[config.mk]
export PLATFORM = sky130hd
export DESIGN_NAME = life_automaton_generation_step_flat
export DESIGN_NICKNAME = d
export VERILOG_FILES = /design/src/hw/rtl/lags_pkg.sv /design/src/hw/rtl/lags_if.sv /design/src/hw/rtl/lags_front.sv /design/src/hw/rtl/lags_queue.sv /design/src/hw/rtl/lags_back.sv /design/src/hw/rtl/life_automaton_generation_step.sv /design/src/flat_wrapper.sv
export SDC_FILE = /design/constraint.sdc
export NUM_CORES = 2
export LEC_CHECK = 0
export BUFFER_PORTS_ARGS = -buffer_cell sky130_fd_sc_hd__buf_2
export CORE_MARGIN = 2
export CORE_UTILIZATION = 62
export CTS_CLUSTER_DIAMETER = 100
export DETAILED_ROUTE_END_ITERATION = 8
export GPL_ROUTABILITY_DRIVEN = 0
export PLACE_DENSITY = 0.78
export SLEW_MARGIN = 20
export SYNTH_ARGS = -nofsm -noshare
export SYNTH_HDL_FRONTEND = slang
export SYNTH_HIERARCHICAL = 1
export SYNTH_SLANG_ARGS = --single-unit
[constraint.sdc]
create_clock -name i_clk -period 70 [get_ports i_clk]
set_clock_uncertainty 0.2 [all_clocks]
set_input_delay 0 -clock i_clk [delete_from_list [all_inputs] [get_ports i_clk]]
set_output_delay 0 -clock i_clk [all_outputs]
set_load 0.005 [all_outputs]
[src/hw/rtl/lags_pkg.sv]
`timescale 1ns / 1ps
`default_nettype none
// ----------------------------------------------------------------------------
// lags_pkg
// Shared types, constants and the B3/S23 cell rule for the life automaton
// generation step.
// ----------------------------------------------------------------------------
package lags_pkg;

    // fixed field widths
    localparam int unsigned CFG_W      = 11;
    localparam int unsigned OUT_ROW_W  = 10;
    localparam int unsigned OUT_COL_W  = 10;
    localparam int unsigned WIN_W      = 9;
    localparam int unsigned APB_DATA_W = 32;
    localparam int unsigned APB_ADDR_W = 3;

    // register reset values
    localparam logic [CFG_W-1:0] BOARD_ROWS_RST = 11'd1024;
    localparam logic [CFG_W-1:0] BOARD_COLS_RST = 11'd1024;

    // window bits that survive into the edge evaluation (right column dead)
    localparam logic [WIN_W-1:0] WIN_EDGE_MASK = 9'h0DB;

    // input item codes
    typedef enum logic {
        FUNC_CELL  = 1'b0,
        FUNC_DRAIN = 1'b1
    } t_func;

    // register index, decoded from paddr[2]
    typedef enum logic {
        REG_BOARD_ROWS = 1'b0,
        REG_BOARD_COLS = 1'b1
    } t_reg_idx;

    // classified item handed from front to back
    typedef struct packed {
        logic                 cell_val;  // cell value after padding rules
        logic                 col_first; // item sits in column zero
        logic                 top_en;    // upper line store row lies on the board
        logic                 mid_en;    // middle line store row lies on the board
        logic                 emit;      // item completes a neighbourhood
        logic                 last;      // result is the final cell of the board
        logic [OUT_ROW_W-1:0] out_row;
        logic [OUT_COL_W-1:0] out_col;
    } t_lags_ctrl;

    // birth on three neighbours, survival on two or three
    function automatic logic life_rule(input logic [WIN_W-1:0] win);
        logic [3:0] cnt;
        cnt = '0;
        for (int k = 0; k < WIN_W; k++) begin
            if (k != 4) begin
                cnt = cnt + {3'b000, win[k]};
            end
        end
        return (cnt == 4'd3) || ((cnt == 4'd2) && win[4]);
    endfunction

endpackage
`default_nettype wire

[src/hw/rtl/lags_if.sv]
`timescale 1ns / 1ps
`default_nettype none
// ----------------------------------------------------------------------------
// lags_in_if / lags_out_if
// Valid/ready channels for the cell stream and the result stream.
// ----------------------------------------------------------------------------
interface lags_in_if;
    logic valid;
    logic ready;
    logic func;
    logic cell_alive;

    modport source (output valid, output func, output cell_alive, input ready);
    modport sink   (input valid, input func, input cell_alive, output ready);
endinterface

interface lags_out_if;
    logic       valid;
    logic       ready;
    logic       next_alive;
    logic [9:0] out_row;
    logic [9:0] out_col;
    logic       frame_last;

    modport source (output valid, output next_alive, output out_row, output out_col,
                    output frame_last, input ready);
    modport sink   (input valid, input next_alive, input out_row, input out_col,
                    input frame_last, output ready);
endinterface
`default_nettype wire

[src/hw/rtl/lags_front.sv]
`timescale 1ns / 1ps
`default_nettype none
// ----------------------------------------------------------------------------
// lags_front
// Accepts cells, tracks the raster position and classifies each transaction
// (cell value, window edges, result position, end of board) for the back end.
// ----------------------------------------------------------------------------
module lags_front #(
    parameter int unsigned MAX_COLS = 1024,
    parameter int unsigned MAX_ROWS = 1024
) (
    input  wire                                     i_clk,
    input  wire                                     i_rst_n,
    lags_in_if.sink                                 i_cell,
    input  wire  [lags_pkg::CFG_W-1:0]              i_board_rows,
    input  wire  [lags_pkg::CFG_W-1:0]              i_board_cols,
    input  wire                                     i_q_ready,
    output logic                                    o_q_push,
    output lags_pkg::t_lags_ctrl                    o_q_ctrl,
    output logic [$clog2(MAX_COLS)-1:0]             o_q_ci
);
    import lags_pkg::*;

    localparam int unsigned AW = $clog2(MAX_COLS);
    localparam int unsigned CW = $clog2(MAX_COLS + 1);
    localparam int unsigned RW = $clog2(MAX_ROWS + 3);

    logic [RW-1:0] r_row, n_row;
    logic [CW-1:0] r_col, n_col;

    logic [RW-1:0] rows_eff, rows_p1, rows_p2, row_p1, erow;
    logic [CW-1:0] cols_eff, col_p1, ecol;
    logic          accept, col_first, emit, last, cell_v;

    // saturate the board size to 1..MAX
    always_comb begin
        priority if (i_board_rows == '0) begin
            rows_eff = RW'(1);
        end else if (32'(i_board_rows) > MAX_ROWS) begin
            rows_eff = RW'(MAX_ROWS);
        end else begin
            rows_eff = RW'(i_board_rows);
        end
        priority if (i_board_cols == '0) begin
            cols_eff = CW'(1);
        end else if (32'(i_board_cols) > MAX_COLS) begin
            cols_eff = CW'(MAX_COLS);
        end else begin
            cols_eff = CW'(i_board_cols);
        end
    end

    assign rows_p1   = rows_eff + RW'(1);
    assign rows_p2   = rows_eff + RW'(2);
    assign row_p1    = r_row + RW'(1);
    assign col_p1    = r_col + CW'(1);
    assign col_first = (r_col == '0);

    // classification: column zero finishes the previous row's last cell
    always_comb begin
        if (col_first) begin
            emit = (r_row >= RW'(2)) && (r_row < rows_p2);
            erow = r_row - RW'(2);
            ecol = cols_eff - CW'(1);
            last = emit && (r_row == rows_p1);
        end else begin
            emit = (r_row != '0) && (r_row <= rows_eff);
            erow = r_row - RW'(1);
            ecol = r_col - CW'(1);
            last = emit && (r_row == rows_eff) && (r_col == cols_eff);
        end
    end

    // drains and cells below the board enter as dead
    assign cell_v = (t_func'(i_cell.func) == FUNC_CELL) && (r_row < rows_eff)
                    && i_cell.cell_alive;

    assign accept       = i_cell.valid && i_q_ready;
    assign i_cell.ready = i_q_ready;
    assign o_q_push     = accept;
    assign o_q_ci       = r_col[AW-1:0];

    always_comb begin
        o_q_ctrl.cell_val  = cell_v;
        o_q_ctrl.col_first = col_first;
        o_q_ctrl.top_en    = (r_row >= RW'(2));
        o_q_ctrl.mid_en    = (r_row != '0);
        o_q_ctrl.emit      = emit;
        o_q_ctrl.last      = last;
        o_q_ctrl.out_row   = OUT_ROW_W'(erow);
        o_q_ctrl.out_col   = OUT_COL_W'(ecol);
    end

    // raster position update
    always_comb begin
        n_row = r_row;
        n_col = r_col;
        if (accept) begin
            priority if (last) begin
                n_row = '0;
                n_col = '0;
            end else if (col_p1 >= cols_eff) begin
                n_col = '0;
                n_row = (row_p1 > rows_p1) ? '0 : row_p1;
            end else begin
                n_col = col_p1;
            end
        end
    end

    always_ff @(posedge i_clk) begin
        if (!i_rst_n) begin
            r_row <= '0;
            r_col <= '0;
        end else begin
            r_row <= n_row;
            r_col <= n_col;
        end
    end

endmodule
`default_nettype wire

[src/hw/rtl/lags_queue.sv]
`timescale 1ns / 1ps
`default_nettype none
// ----------------------------------------------------------------------------
// lags_queue
// Four-entry register queue decoupling the front end from the back end.
// ----------------------------------------------------------------------------
module lags_queue #(
    parameter int unsigned WIDTH = 36
) (
    input  wire              i_clk,
    input  wire              i_rst_n,
    input  wire              i_push,
    input  wire  [WIDTH-1:0] i_data,
    output logic             o_full,
    input  wire              i_pop,
    output logic             o_valid,
    output logic [WIDTH-1:0] o_data
);
    import lags_pkg::*;

    localparam int unsigned DEPTH = 4;
    localparam int unsigned PW    = $clog2(DEPTH);
    localparam int unsigned NW    = $clog2(DEPTH + 1);

    logic [WIDTH-1:0] r_mem [DEPTH];
    logic [PW-1:0]    r_wr_ptr, r_rd_ptr;
    logic [NW-1:0]    r_count, n_count;

    assign o_full  = (r_count == NW'(DEPTH));
    assign o_valid = (r_count != '0);
    assign o_data  = r_mem[r_rd_ptr];

    // occupancy
    always_comb begin
        unique case ({i_push, i_pop})
            2'b10:   n_count = r_count + NW'(1);
            2'b01:   n_count = r_count - NW'(1);
            default: n_count = r_count;
        endcase
    end

    always_ff @(posedge i_clk) begin
        if (!i_rst_n) begin
            r_wr_ptr <= '0;
            r_rd_ptr <= '0;
            r_count  <= '0;
        end else begin
            r_count <= n_count;
            if (i_push) begin
                r_wr_ptr <= r_wr_ptr + PW'(1);
            end
            if (i_pop) begin
                r_rd_ptr <= r_rd_ptr + PW'(1);
            end
        end
    end

    // payload storage, no reset
    always_ff @(posedge i_clk) begin
        if (i_push) begin
            r_mem[r_wr_ptr] <= i_data;
        end
    end

endmodule
`default_nettype wire

[src/hw/rtl/lags_back.sv]
`timescale 1ns / 1ps
`default_nettype none
// ----------------------------------------------------------------------------
// lags_back
// Line stores, 3x3 window and cell rule. One transaction per cycle unless
// o_result stalls: the line store is read as items leave the queue, written
// back as they move on, forwarding when consecutive items share a column.
// ----------------------------------------------------------------------------
module lags_back #(
    parameter int unsigned MAX_COLS = 1024
) (
    input  wire                              i_clk,
    input  wire                              i_rst_n,
    input  wire                              i_q_valid,
    input  wire  lags_pkg::t_lags_ctrl       i_q_ctrl,
    input  wire  [$clog2(MAX_COLS)-1:0]      i_q_ci,
    output logic                             o_q_pop,
    lags_out_if.source                       o_result
);
    import lags_pkg::*;

    localparam int unsigned AW = $clog2(MAX_COLS);

    // line store: bit 1 upper row, bit 0 middle row
    logic [1:0]       r_line_mem [MAX_COLS];
    logic [1:0]       r_rd;
    logic [AW:0]      r_fill;

    logic             r_s1_valid;
    t_lags_ctrl       r_s1_ctrl;
    logic [AW-1:0]    r_s1_ci;
    logic             r_s1_fill_ok;
    logic             r_s1_fwd;
    logic [1:0]       r_fwd_data;

    logic [WIN_W-1:0] r_win, n_win, eval_win;

    logic             r_out_valid;
    logic             r_out_alive;
    logic [9:0]       r_out_row, r_out_col;
    logic             r_out_last;

    logic             advance, wr_en;
    logic [1:0]       line_data;
    logic             top_v, mid_v;

    assign advance = !r_out_valid || o_result.ready;
    assign o_q_pop = advance && i_q_valid;
    assign wr_en   = advance && r_s1_valid;

    // stored rows: forwarded, or dead where never written since reset
    always_comb begin
        if (r_s1_fwd) begin
            line_data = r_fwd_data;
        end else if (r_s1_fill_ok) begin
            line_data = r_rd;
        end else begin
            line_data = 2'b00;
        end
    end

    assign top_v = r_s1_ctrl.top_en && line_data[1];
    assign mid_v = r_s1_ctrl.mid_en && line_data[0];

    // window shift; the left column always drops out
    always_comb begin
        if (r_s1_ctrl.col_first) begin
            eval_win = (r_win >> 1) & WIN_EDGE_MASK;
            n_win    = {r_s1_ctrl.cell_val, 2'b00, mid_v, 2'b00, top_v, 2'b00};
        end else begin
            n_win    = {r_s1_ctrl.cell_val, r_win[8], 1'b0,
                        mid_v, r_win[5], 1'b0,
                        top_v, r_win[2], 1'b0};
            eval_win = n_win;
        end
        if (r_s1_ctrl.last) begin
            n_win = '0;
        end
    end

    // line store read and write-back
    always_ff @(posedge i_clk) begin
        if (wr_en) begin
            r_line_mem[r_s1_ci] <= {line_data[0], r_s1_ctrl.cell_val};
        end
        if (advance) begin
            r_rd <= r_line_mem[i_q_ci];
        end
    end

    // stage registers without reset
    always_ff @(posedge i_clk) begin
        if (advance) begin
            r_s1_ctrl    <= i_q_ctrl;
            r_s1_ci      <= i_q_ci;
            r_s1_fill_ok <= ({1'b0, i_q_ci} < r_fill);
            r_s1_fwd     <= r_s1_valid && (r_s1_ci == i_q_ci);
            r_fwd_data   <= {line_data[0], r_s1_ctrl.cell_val};
            r_out_alive  <= life_rule(eval_win);
            r_out_row    <= r_s1_ctrl.out_row;
            r_out_col    <= r_s1_ctrl.out_col;
            r_out_last   <= r_s1_ctrl.last;
        end
    end

    // control state
    always_ff @(posedge i_clk) begin
        if (!i_rst_n) begin
            r_s1_valid  <= 1'b0;
            r_out_valid <= 1'b0;
            r_win       <= '0;
            r_fill      <= '0;
        end else begin
            if (advance) begin
                r_s1_valid  <= i_q_valid;
                r_out_valid <= r_s1_valid && r_s1_ctrl.emit;
            end
            if (wr_en) begin
                r_win <= n_win;
                if ({1'b0, r_s1_ci} >= r_fill) begin
                    r_fill <= {1'b0, r_s1_ci} + (AW + 1)'(1);
                end
            end
        end
    end

    assign o_result.valid      = r_out_valid;
    assign o_result.next_alive = r_out_alive;
    assign o_result.out_row    = r_out_row;
    assign o_result.out_col    = r_out_col;
    assign o_result.frame_last = r_out_last;

endmodule
`default_nettype wire

[src/hw/rtl/life_automaton_generation_step.sv]
`timescale 1ns / 1ps
`default_nettype none
// ----------------------------------------------------------------------------
// life_automaton_generation_step
// One generation of the B3/S23 life automaton over a streamed raster board.
// ----------------------------------------------------------------------------
// Usage:
//  - i_cell takes one cell per transaction in raster order (func 0), then
//    board_cols+1 drain transactions (func 1) flush the last results.
//  - o_result gives the next state of the cell one row and one column
//    behind the input, with its position; frame_last marks the board's end.
//  - board_rows / board_cols are set over APB at byte addresses 0 and 4.
//  - Throughput: one transaction per cycle while o_result is not stalled, set
//    by the single line store port pair (one read, one write per cycle).
//  - The transaction that completes a neighbourhood passes the queue and
//    the line store read stage, then its result enters the output register.
//  - Reset clears counters, window and queue; line store contents are
//    tracked by a fill count, so no clearing pass is run.
//  - When o_result stalls, the back end holds and i_cell stays ready until
//    four transactions wait in the queue.
// ----------------------------------------------------------------------------
module life_automaton_generation_step #(
    parameter int unsigned MAX_COLS = 1024,
    parameter int unsigned MAX_ROWS = 1024
) (
    input  wire                                 i_clk,
    input  wire                                 i_rst_n,
    lags_in_if.sink                             i_cell,
    lags_out_if.source                          o_result,
    input  wire                                 psel,
    input  wire                                 penable,
    input  wire                                 pwrite,
    input  wire  [lags_pkg::APB_ADDR_W-1:0]     paddr,
    input  wire  [lags_pkg::APB_DATA_W-1:0]     pwdata,
    output logic [lags_pkg::APB_DATA_W-1:0]     prdata,
    output logic                                pready
);
    import lags_pkg::*;

    localparam int unsigned AW = $clog2(MAX_COLS);
    localparam int unsigned QW = $bits(t_lags_ctrl) + AW;

    logic [CFG_W-1:0] r_board_rows, r_board_cols;
    t_reg_idx         reg_sel;
    logic             cfg_wr;

    logic             q_full, q_push, q_pop, q_valid;
    t_lags_ctrl       push_ctrl, pop_ctrl;
    logic [AW-1:0]    push_ci, pop_ci;
    logic [QW-1:0]    q_wdata, q_rdata;

    // configuration registers
    assign pready  = 1'b1;
    assign reg_sel = t_reg_idx'(paddr[2]);
    assign cfg_wr  = psel && penable && pwrite;

    always_ff @(posedge i_clk) begin
        if (!i_rst_n) begin
            r_board_rows <= BOARD_ROWS_RST;
            r_board_cols <= BOARD_COLS_RST;
        end else if (cfg_wr) begin
            unique case (reg_sel)
                REG_BOARD_ROWS: r_board_rows <= pwdata[CFG_W-1:0];
                REG_BOARD_COLS: r_board_cols <= pwdata[CFG_W-1:0];
            endcase
        end
    end

    always_comb begin
        unique case (reg_sel)
            REG_BOARD_ROWS: prdata = APB_DATA_W'(r_board_rows);
            REG_BOARD_COLS: prdata = APB_DATA_W'(r_board_cols);
        endcase
    end

    // front end
    lags_front #(
        .MAX_COLS (MAX_COLS),
        .MAX_ROWS (MAX_ROWS)
    ) u_front (
        .i_clk        (i_clk),
        .i_rst_n      (i_rst_n),
        .i_cell       (i_cell),
        .i_board_rows (r_board_rows),
        .i_board_cols (r_board_cols),
        .i_q_ready    (!q_full),
        .o_q_push     (q_push),
        .o_q_ctrl     (push_ctrl),
        .o_q_ci       (push_ci)
    );

    // decoupling queue
    assign q_wdata  = {push_ctrl, push_ci};
    assign pop_ctrl = q_rdata[QW-1:AW];
    assign pop_ci   = q_rdata[AW-1:0];

    lags_queue #(
        .WIDTH (QW)
    ) u_queue (
        .i_clk   (i_clk),
        .i_rst_n (i_rst_n),
        .i_push  (q_push),
        .i_data  (q_wdata),
        .o_full  (q_full),
        .i_pop   (q_pop),
        .o_valid (q_valid),
        .o_data  (q_rdata)
    );

    // back end
    lags_back #(
        .MAX_COLS (MAX_COLS)
    ) u_back (
        .i_clk     (i_clk),
        .i_rst_n   (i_rst_n),
        .i_q_valid (q_valid),
        .i_q_ctrl  (pop_ctrl),
        .i_q_ci    (pop_ci),
        .o_q_pop   (q_pop),
        .o_result  (o_result)
    );

endmodule
`default_nettype wire

[src/flat_wrapper.sv]
// flat-port wrapper written by rule: the top's interface ports become plain ports
module life_automaton_generation_step_flat import lags_pkg::*;
#(
    parameter int unsigned MAX_COLS = 1024,
    parameter int unsigned MAX_ROWS = 1024
)
  (i_clk, i_rst_n, psel, penable, pwrite, paddr, pwdata, prdata, pready, i_cell_valid, i_cell_func, i_cell_cell_alive, i_cell_ready, o_result_valid, o_result_next_alive, o_result_out_row, o_result_out_col, o_result_frame_last, o_result_ready);
  lags_in_if i_cell_i ();
  lags_out_if o_result_i ();
  input  wire i_clk;
  input  wire i_rst_n;
  input  wire psel;
  input  wire penable;
  input  wire pwrite;
  input  wire  [lags_pkg::APB_ADDR_W-1:0] paddr;
  input  wire  [lags_pkg::APB_DATA_W-1:0] pwdata;
  output logic [lags_pkg::APB_DATA_W-1:0] prdata;
  output logic pready;
  input wire logic [$bits(i_cell_i.valid)-1:0] i_cell_valid;
  input wire logic [$bits(i_cell_i.func)-1:0] i_cell_func;
  input wire logic [$bits(i_cell_i.cell_alive)-1:0] i_cell_cell_alive;
  output wire logic [$bits(i_cell_i.ready)-1:0] i_cell_ready;
  output wire logic [$bits(o_result_i.valid)-1:0] o_result_valid;
  output wire logic [$bits(o_result_i.next_alive)-1:0] o_result_next_alive;
  output wire logic [$bits(o_result_i.out_row)-1:0] o_result_out_row;
  output wire logic [$bits(o_result_i.out_col)-1:0] o_result_out_col;
  output wire logic [$bits(o_result_i.frame_last)-1:0] o_result_frame_last;
  input wire logic [$bits(o_result_i.ready)-1:0] o_result_ready;
  assign i_cell_i.valid = i_cell_valid;
  assign i_cell_i.func = i_cell_func;
  assign i_cell_i.cell_alive = i_cell_cell_alive;
  assign i_cell_ready = i_cell_i.ready;
  assign o_result_valid = o_result_i.valid;
  assign o_result_next_alive = o_result_i.next_alive;
  assign o_result_out_row = o_result_i.out_row;
  assign o_result_out_col = o_result_i.out_col;
  assign o_result_frame_last = o_result_i.frame_last;
  assign o_result_i.ready = o_result_ready;
  life_automaton_generation_step #(.MAX_COLS(MAX_COLS), .MAX_ROWS(MAX_ROWS)) u_core (.i_clk(i_clk), .i_rst_n(i_rst_n), .i_cell(i_cell_i), .o_result(o_result_i), .psel(psel), .penable(penable), .pwrite(pwrite), .paddr(paddr), .pwdata(pwdata), .prdata(prdata), .pready(pready));
endmodule
; Yosys cells after proc, flatten, opt, wreduce, memory -nomap -nowiden
; Memory sizes are Yosys's and may differ from the RTL's. A register that Yosys moved wholly into a read port is not among the register bits.
; Index checks and enable logic that the tools add are counted.
[word_totals]
regBits = 135
latch_bits = 0
mem_bits_rw = 2192
mem_bits_ro = 0
in_bits = 44
out_inout_bits = 57
mem_count = 2
[op_classes]
n_addsub = 20
mul = 0
div_mod_pow = 0
magnitude_cmp = 10
n_eq_ne = 9
n_shift = 0
muxes = 34
n_bitwise = 2
n_reduce_logical = 32
[mem_list]
columns = memory, words, width, rd, rd_clocked_by_memory_dff, wr, line
row1 = u_core.u_back.r_line_mem, 1024, 2, 1, 1, 1, lags_back.sv:25  ; logic [1:0] r_line_mem [MAX_COLS];
row2 = u_core.u_queue.r_mem, 4, 36, 1, 1, 1, lags_queue.sv:25  ; logic [WIDTH-1:0] r_mem [DEPTH];
[op_table]
columns = cell, count
row1 = $mux W11, 9
row2 = $pmux W32 S2, 1
row3 = $add A11 B1 Y11 const B, 3
row4 = $eq A11 B11 Y1, 3
row5 = $logic_not A11 Y1, 3
row6 = $mux W4, 8
row7 = $sub A10 B1 Y10 const B, 3
row8 = $add A4 B1 Y4, 7
row9 = $gt A11 B11 Y1 const B, 2
row10 = $lt A11 B11 Y1, 2
row11 = $mux W10, 2
row12 = $mux W9, 2
row13 = $logic_and A1 B1 Y1, 17
row14 = $add A10 B1 Y11 const B, 1
row15 = $add A11 B2 Y11 const B, 1
row16 = $ge A10 B11 Y1, 1
row17 = $ge A11 B11 Y1, 1
row18 = $ge A11 B2 Y1 const B, 1
row19 = $gt A11 B11 Y1, 1
row20 = $le A11 B11 Y1, 1
row21 = $lt A10 B11 Y1, 1
row22 = $reduce_bool A11 Y1, 1
row23 = $eq A10 B10 Y1, 1
row24 = $sub A10 B2 Y10 const B, 1
row25 = other kinds (17), 34

; Depth between registers and ports, before layout
[logic_depth]
depth_word = 22
mapped_depth = 18
depth_no_buf = 16

; Modules after synthesis
; The synthesis kept the hierarchy.
[by_module_without_submodules]
columns = module, instances, cells_each, area_per_inst_um2
row1 = lags_back, 1, 5050, 86983.4
row2 = lags_queue, 1, 230, 5691.7
row3 = lags_front, 1, 563, 4172.8
row4 = life_automaton_generation_step, 1, 121, 1173.6

; Worst setup path after synthesis
; Ideal clock, no wire load.
[synth_path]
path_kind = register to register
from = register u_core.u_back.r_s1_fwd
to = register u_core.u_back.r_fwd_data[1], data pin
t_arrival_ns = 39.991
required_ns = 61.652
setup_slack_ns = 21.661
stages_incl_launch_ff = 2
synth_period_minus_slack_ns = 48.339
cell_sequence = edfxtp_1 o21ai_0
[synth_between]
elab_chain_cells = 1
[synth_rtl]
columns = element, line
row1 = from (decl), lags_back.sv:33  ; logic r_s1_fwd;
row2 = from (signal assigned), lags_back.sv:97  ; r_s1_fwd <= r_s1_valid && (r_s1_ci == i_q_ci);
row3 = $mux W2, lags_back.sv:53  ; if (r_s1_fwd) begin
row4 = via u_core.u_back.line_data[0], lags_back.sv:44  ; logic [1:0] line_data;
row5 = to (signal assigned), lags_back.sv:98  ; r_fwd_data <= {line_data[0], r_s1_ctrl.cell_val};
row6 = to (decl), lags_back.sv:34  ; logic [1:0] r_fwd_data;
; The timed path passes the listed nets, and every way through them passes these cells.
; A chain may end at the register's enable or synchronous reset.

==> results_tabular.tex <==
\begin{tabular}{lr}
\hline
Metric & Value \\
\hline
\multicolumn{2}{l}{\textbf{Run status}} \\
\quad Run status & finished clean \\
\multicolumn{2}{l}{\textbf{Setup path}} \\
\quad Data arrival time of the critical path & 7.95 ns \\
\quad Maximum net fanout on the critical path & 57 \\
\quad Sequence of cells on the critical path & buf\_4, mux4\_4, buf\_4, buf\_4, buf\_4, mux4\_2, and3\_1, a221oi\_1, o2111ai\_1, nand4\_1, or4\_1, nand4\_1 \\
\quad Slowest stage delay, CP & 1.04 ns \\
\quad Critical path buffer and inverter count & 4 \\
\quad Category of the critical setup timing path & reg2reg \\
\quad CP Capture Type & flip-flop \\
\quad Req. time, crit path & 70.45 ns \\
\quad Cell repeated most along the worst path & sky130\_fd\_sc\_hd\_\_buf\_4 \\
\quad Slowest cell on the critical path & sky130\_fd\_sc\_hd\_\_mux4\_4 \\
\quad Cell family contributing the most delay on the critical path & buffers and inverters \\
\quad Depth of the most critical reg-to-reg path & 12 \\
\quad Worst setup slack for register-to-register paths & 62.50 ns \\
\quad Startpoint Class & flip-flop \\
\quad Capture point of the worst reg-to-reg path & u\_core/u\_back/r\_rd[1]\$\_DFFE\_PN\_ \\
\multicolumn{2}{l}{\textbf{Logic synthesis}} \\
\quad Gate count after technology mapping & 5964 \\
\quad Most numerous cell in the Yosys netlist & sky130\_fd\_sc\_hd\_\_edfxtp\_1 \\
\quad Commonest register cell after synthesis & sky130\_fd\_sc\_hd\_\_edfxtp\_1 \\
\quad Synth warnings & 6 \\
\quad Number of synthesized flops with an enable pin & 2256 \\
\quad Sequential-to-total area share from yosys stat & 70.6\% \\
\quad Number of library cell types mapped by synthesis & 101 \\
\quad Most instantiated cells after synthesis & 2256 x sky130\_fd\_sc\_hd\_\_edfxtp\_1, 1110 x sky130\_fd\_sc\_hd\_\_nor2\_1, 490 x sky130\_fd\_sc\_hd\_\_mux4\_2, 277 x sky130\_fd\_sc\_hd\_\_clkbuf\_1, 221 x sky130\_fd\_sc\_hd\_\_nand2\_1 \\
\quad Cell type with the highest aggregate area in the netlist & sky130\_fd\_sc\_hd\_\_edfxtp\_1 \\
\quad Mapped cell area & 98000 sq um \\
\quad Syn\_area\_per\_cell & 16.4 sq um \\
\quad Share of synthesized registers carrying an async set or reset & 0\% \\
\quad Flip-flop and latch count after synthesis & 2328 \\
\quad Post-synth top area share & 69.1\% \\
\quad Largest cells by area after synthesis & sky130\_fd\_sc\_hd\_\_edfxtp\_1 69\%, sky130\_fd\_sc\_hd\_\_mux4\_2 11\%, sky130\_fd\_sc\_hd\_\_nor2\_1 4.3\%, sky130\_fd\_sc\_hd\_\_mux2i\_1 1.7\%, sky130\_fd\_sc\_hd\_\_dfxtp\_1 1.5\% \\
\multicolumn{2}{l}{\textbf{Timing}} \\
\quad Setup repair after global routing missed its margin & false \\
\quad Maximum frequency from static timing analysis & 133 MHz \\
\quad Setup violation total in the final timing report & 0 \\
\quad Period utilisation layout & 10.7\% \\
\quad Final-layout setup total negative slack & 0 ns \\
\quad Post-route setup slack & 62.50 ns \\
\quad Final critical delay including setup and external delays & 7.50 ns \\
\quad Worst rel slew slack & 19.1\% \\
\quad Final count of hold timing violations & 0 \\
\quad Slew at the pin closest to its max-slew limit & 1.21 ns \\
\quad Number of pins exceeding their max-slew limit in the final report & 0 \\
\multicolumn{2}{l}{\textbf{Clock network}} \\
\quad H-tree levels & 4 \\
\quad Longest Clk Path Bufs & 3 \\
\quad \# clock sinks & 2328 \\
\quad Num CTS Buffers & 218 \\
\quad Post-CTS Setup Bufs & 0 \\
\quad Clock tree from TritonCTS & done \\
\quad Clock tree root driver cell & sky130\_fd\_sc\_hd\_\_clkbuf\_16 \\
\quad Clock-pin slew of the registers on the worst-case setup and hold paths & 0.07 ns \\
\quad Clock latency of the later-clocked register in the worst-skew pair & 0.87 ns \\
\multicolumn{2}{l}{\textbf{Die}} \\
\quad Starting density of the core & 62.6\% \\
\quad Die outline area & 161000 sq um \\
\quad Area inside the core boundary & 157000 sq um \\
\quad I/O pin count & 101 \\
\quad Vertical die dimension & 402 um \\
\quad Placement row count & 145 \\
\quad Die Wd & 402 um \\
\multicolumn{2}{l}{\textbf{Run}} \\
\quad Max-cap violation count & 0 \\
\multicolumn{2}{l}{\textbf{Finish}} \\
\quad Non-filler instance count after layout & 8199 \\
\quad Fraction of layout cells with a size suffix above 1 & 17.7\% \\
\quad Final net count & 6098 \\
\quad Area Overhead vs Synth & 9.31\% \\
\quad Design Area, Final & 107000 sq um \\
\multicolumn{2}{l}{\textbf{Drt}} \\
\quad Detailed-router iteration count before antenna repair & 6 \\
\quad Wire length after detailed routing & 249000 um \\
\quad Vias after detailed routing & 56136 \\
\quad Drt initial violations & 8432 \\
\quad Count of antenna-violating nets left after detailed routing & 0 \\
\quad Count of unresolved DRC violations after routing & 0 \\
\quad Post-DR vias/cell & 6.85 \\
\quad Routed wirelength normalized by instance count & 30.4 um \\
\multicolumn{2}{l}{\textbf{Hold path}} \\
\quad Hold Crit Class & in2reg \\
\quad Hold Startpoint & i\_cell\_func \\
\quad Worst Hold End & u\_core/u\_queue/r\_mem[1][35]\$\_DFFE\_PP\_ \\
\quad Hold Path Stages & 3 \\
\multicolumn{2}{l}{\textbf{Placed design}} \\
\quad Dpl cell area & 99800 sq um \\
\quad Worst Setup Slack post-DPL & 62.73 ns \\
\quad Number of port buffers & 55 \\
\quad Placed cell count & 7755 \\
\quad HPWL after detailed placement & 143000 um \\
\multicolumn{2}{l}{\textbf{Pwr}} \\
\quad IR Drop Worst-Case VDD & 0.0362 mV \\
\quad Static Leakage & 33.5 nW \\
\quad Power per unit of standard cell area & 40.4 nW/um\^{}2 \\
\multicolumn{2}{l}{\textbf{GRT}} \\
\quad Number of global-route vias before repair & 56405 \\
\quad Initial antenna violation count & 10 \\
\quad Aggregate global-route resource usage & 31.0\% \\
\quad Global-route wire length before repair & 364000 um \\
\quad Global route overflow & 0 \\
\quad Maximum number of pins on one net before global-route repair & 234 \\
\hline
\end{tabular}
-- worst register-to-register path: cells and delay by family (launching register included) --
kind	cells	cell delay [ns]
muxes	2	1.36
DFF	1	0.33
and+or+nand+nor	4	1.63
buffers and inverters	4	2.85
AOI/OAI and AO/OA	2	0.91
-- stage by stage --
stage / total power [mW] / hold WS (ns) / utilization [%]
detailed placement: 3.18 / 0.0813 / 63.8
finish: 4.33 / 0.0698 / 68.4
CTS: 4.32 / 0.0258 / 68.4
floorplan: 3.14 / -0.0783 / -
global route: 4.46 / 0.0634 / 68.4
global placement: 3.15 / 0.0607 / 63.8
-- worst max-delay path by stage --
| stage | cells past startpoint | slack [ns] | to |
|---|---|---|---|
| 3_3_place_gp | 12 | 62.84 | u_core/u_back/r_rd[1]$_DFFE_PN_ |
| 4_1_cts | 12 | 62.64 | u_core/u_back/r_rd[1]$_DFFE_PN_ |
| 3_5_place_dp | 12 | 62.73 | u_core/u_back/r_rd[1]$_DFFE_PN_ |
| 6_report | 12 | 62.50 | u_core/u_back/r_rd[1]$_DFFE_PN_ |
| 5_1_grt | 12 | 62.47 | u_core/u_back/r_rd[1]$_DFFE_PN_ |
| 2_1_floorplan | 1 | 21.66 | u_core/u_back/r_fwd_data[1]$_DFFE_PN_ |
-- where the power goes --
| part | switching, mW | internal (mW) | total, mW |
|---|---|---|---|
| sequential | 0.0368 | 1.77 | 1.81 |
| combinational | 0.886 | 0.488 | 1.37 |
| clock | 0.506 | 0.641 | 1.15 |
| total | 1.43 | 2.90 | 4.33 |
-- layout make-up --
type / instances / area [sq um]
Fill cell: 9627 / 49400
Clock inverter: 126 / 1150
Clock buffer: 274 / 5730
Tap cell: 2058 / 2570
Timing Repair Buffer: 236 / 1830
Antenna cell: 5 / 12.5
Inverter: 53 / 199
Sequential cell: 2328 / 69200
Multi-Input combinational cell: 3119 / 26500
-- sequential cells by signal, summed over array words and instances, names as in the netlist, 2 cells and up, named ones only --
signal                          flops
u_core/r_board_cols                11
u_core/u_back/r_s1_ctrl            26
u_core/u_queue/r_rd_ptr             2
u_core/u_queue/r_wr_ptr             2
u_core/u_queue/r_count              3
u_core/u_back/o_result.out_col     10
u_core/u_front/r_col               11
u_core/u_back/r_rd                  2
u_core/u_front/r_row               11
u_core/u_back/r_s1_ci              10
u_core/u_back/r_fill               11
u_core/u_back/r_win                 6
u_core/u_back/r_line_mem         2048
u_core/u_back/r_fwd_data            2
u_core/u_back/o_result.out_row     10
u_core/u_queue/r_mem              144
u_core/r_board_rows                11
-- routing by layer --
metal,vias up,track usage [%],wire (um)
met3,736,7.22,30100
met5,-,0,75
met2,3838,49.8,120000
met1,28470,40.7,86100
met4,12,14.2,12800
li1,23080,-,-
-- repair_timing --
item,CTS,global route
resized for setup,0,0
hold buffers,39,0
endpoints found under the hold margin,117,0
-- kinds of logic (layout without fill, tap and decap cells) --
| kind of cell | count (synthesis) | after routing | share of synthesized area, % |
|---|---|---|---|
| adder cells (fa/ha/maj) | 98 | 98 | 1.27 |
| AO/OA/AOI/OAI | 491 | 491 | 3.59 |
| other | 2 | 27 | 0.00766 |
| XOR/XNOR | 81 | 81 | 0.738 |
| buffers and inverters | 537 | 689 | 2.74 |
| AND/OR/NAND/NOR | 1748 | 1748 | 7.76 |
| multiplexers | 679 | 679 | 13.3 |
| flip-flops | 2328 | 2328 | 70.6 |
-- cells in the final DEF, fill, tap and decap left out, types with 61 or more instances in the layout --
cell	n
sky130_fd_sc_hd__clkinv_1	61
sky130_fd_sc_hd__buf_4	133
sky130_fd_sc_hd__mux4_2	491
sky130_fd_sc_hd__clkbuf_16	220
sky130_fd_sc_hd__a21oi_1	74
sky130_fd_sc_hd__nand3_1	76
sky130_fd_sc_hd__ha_1	95
sky130_fd_sc_hd__edfxtp_1	2256
sky130_fd_sc_hd__nand2_1	219
sky130_fd_sc_hd__mux2i_1	165
sky130_fd_sc_hd__a22oi_1	80
sky130_fd_sc_hd__dfxtp_1	71
sky130_fd_sc_hd__nor2_1	1104
Power figures use the tool's default switching activity.
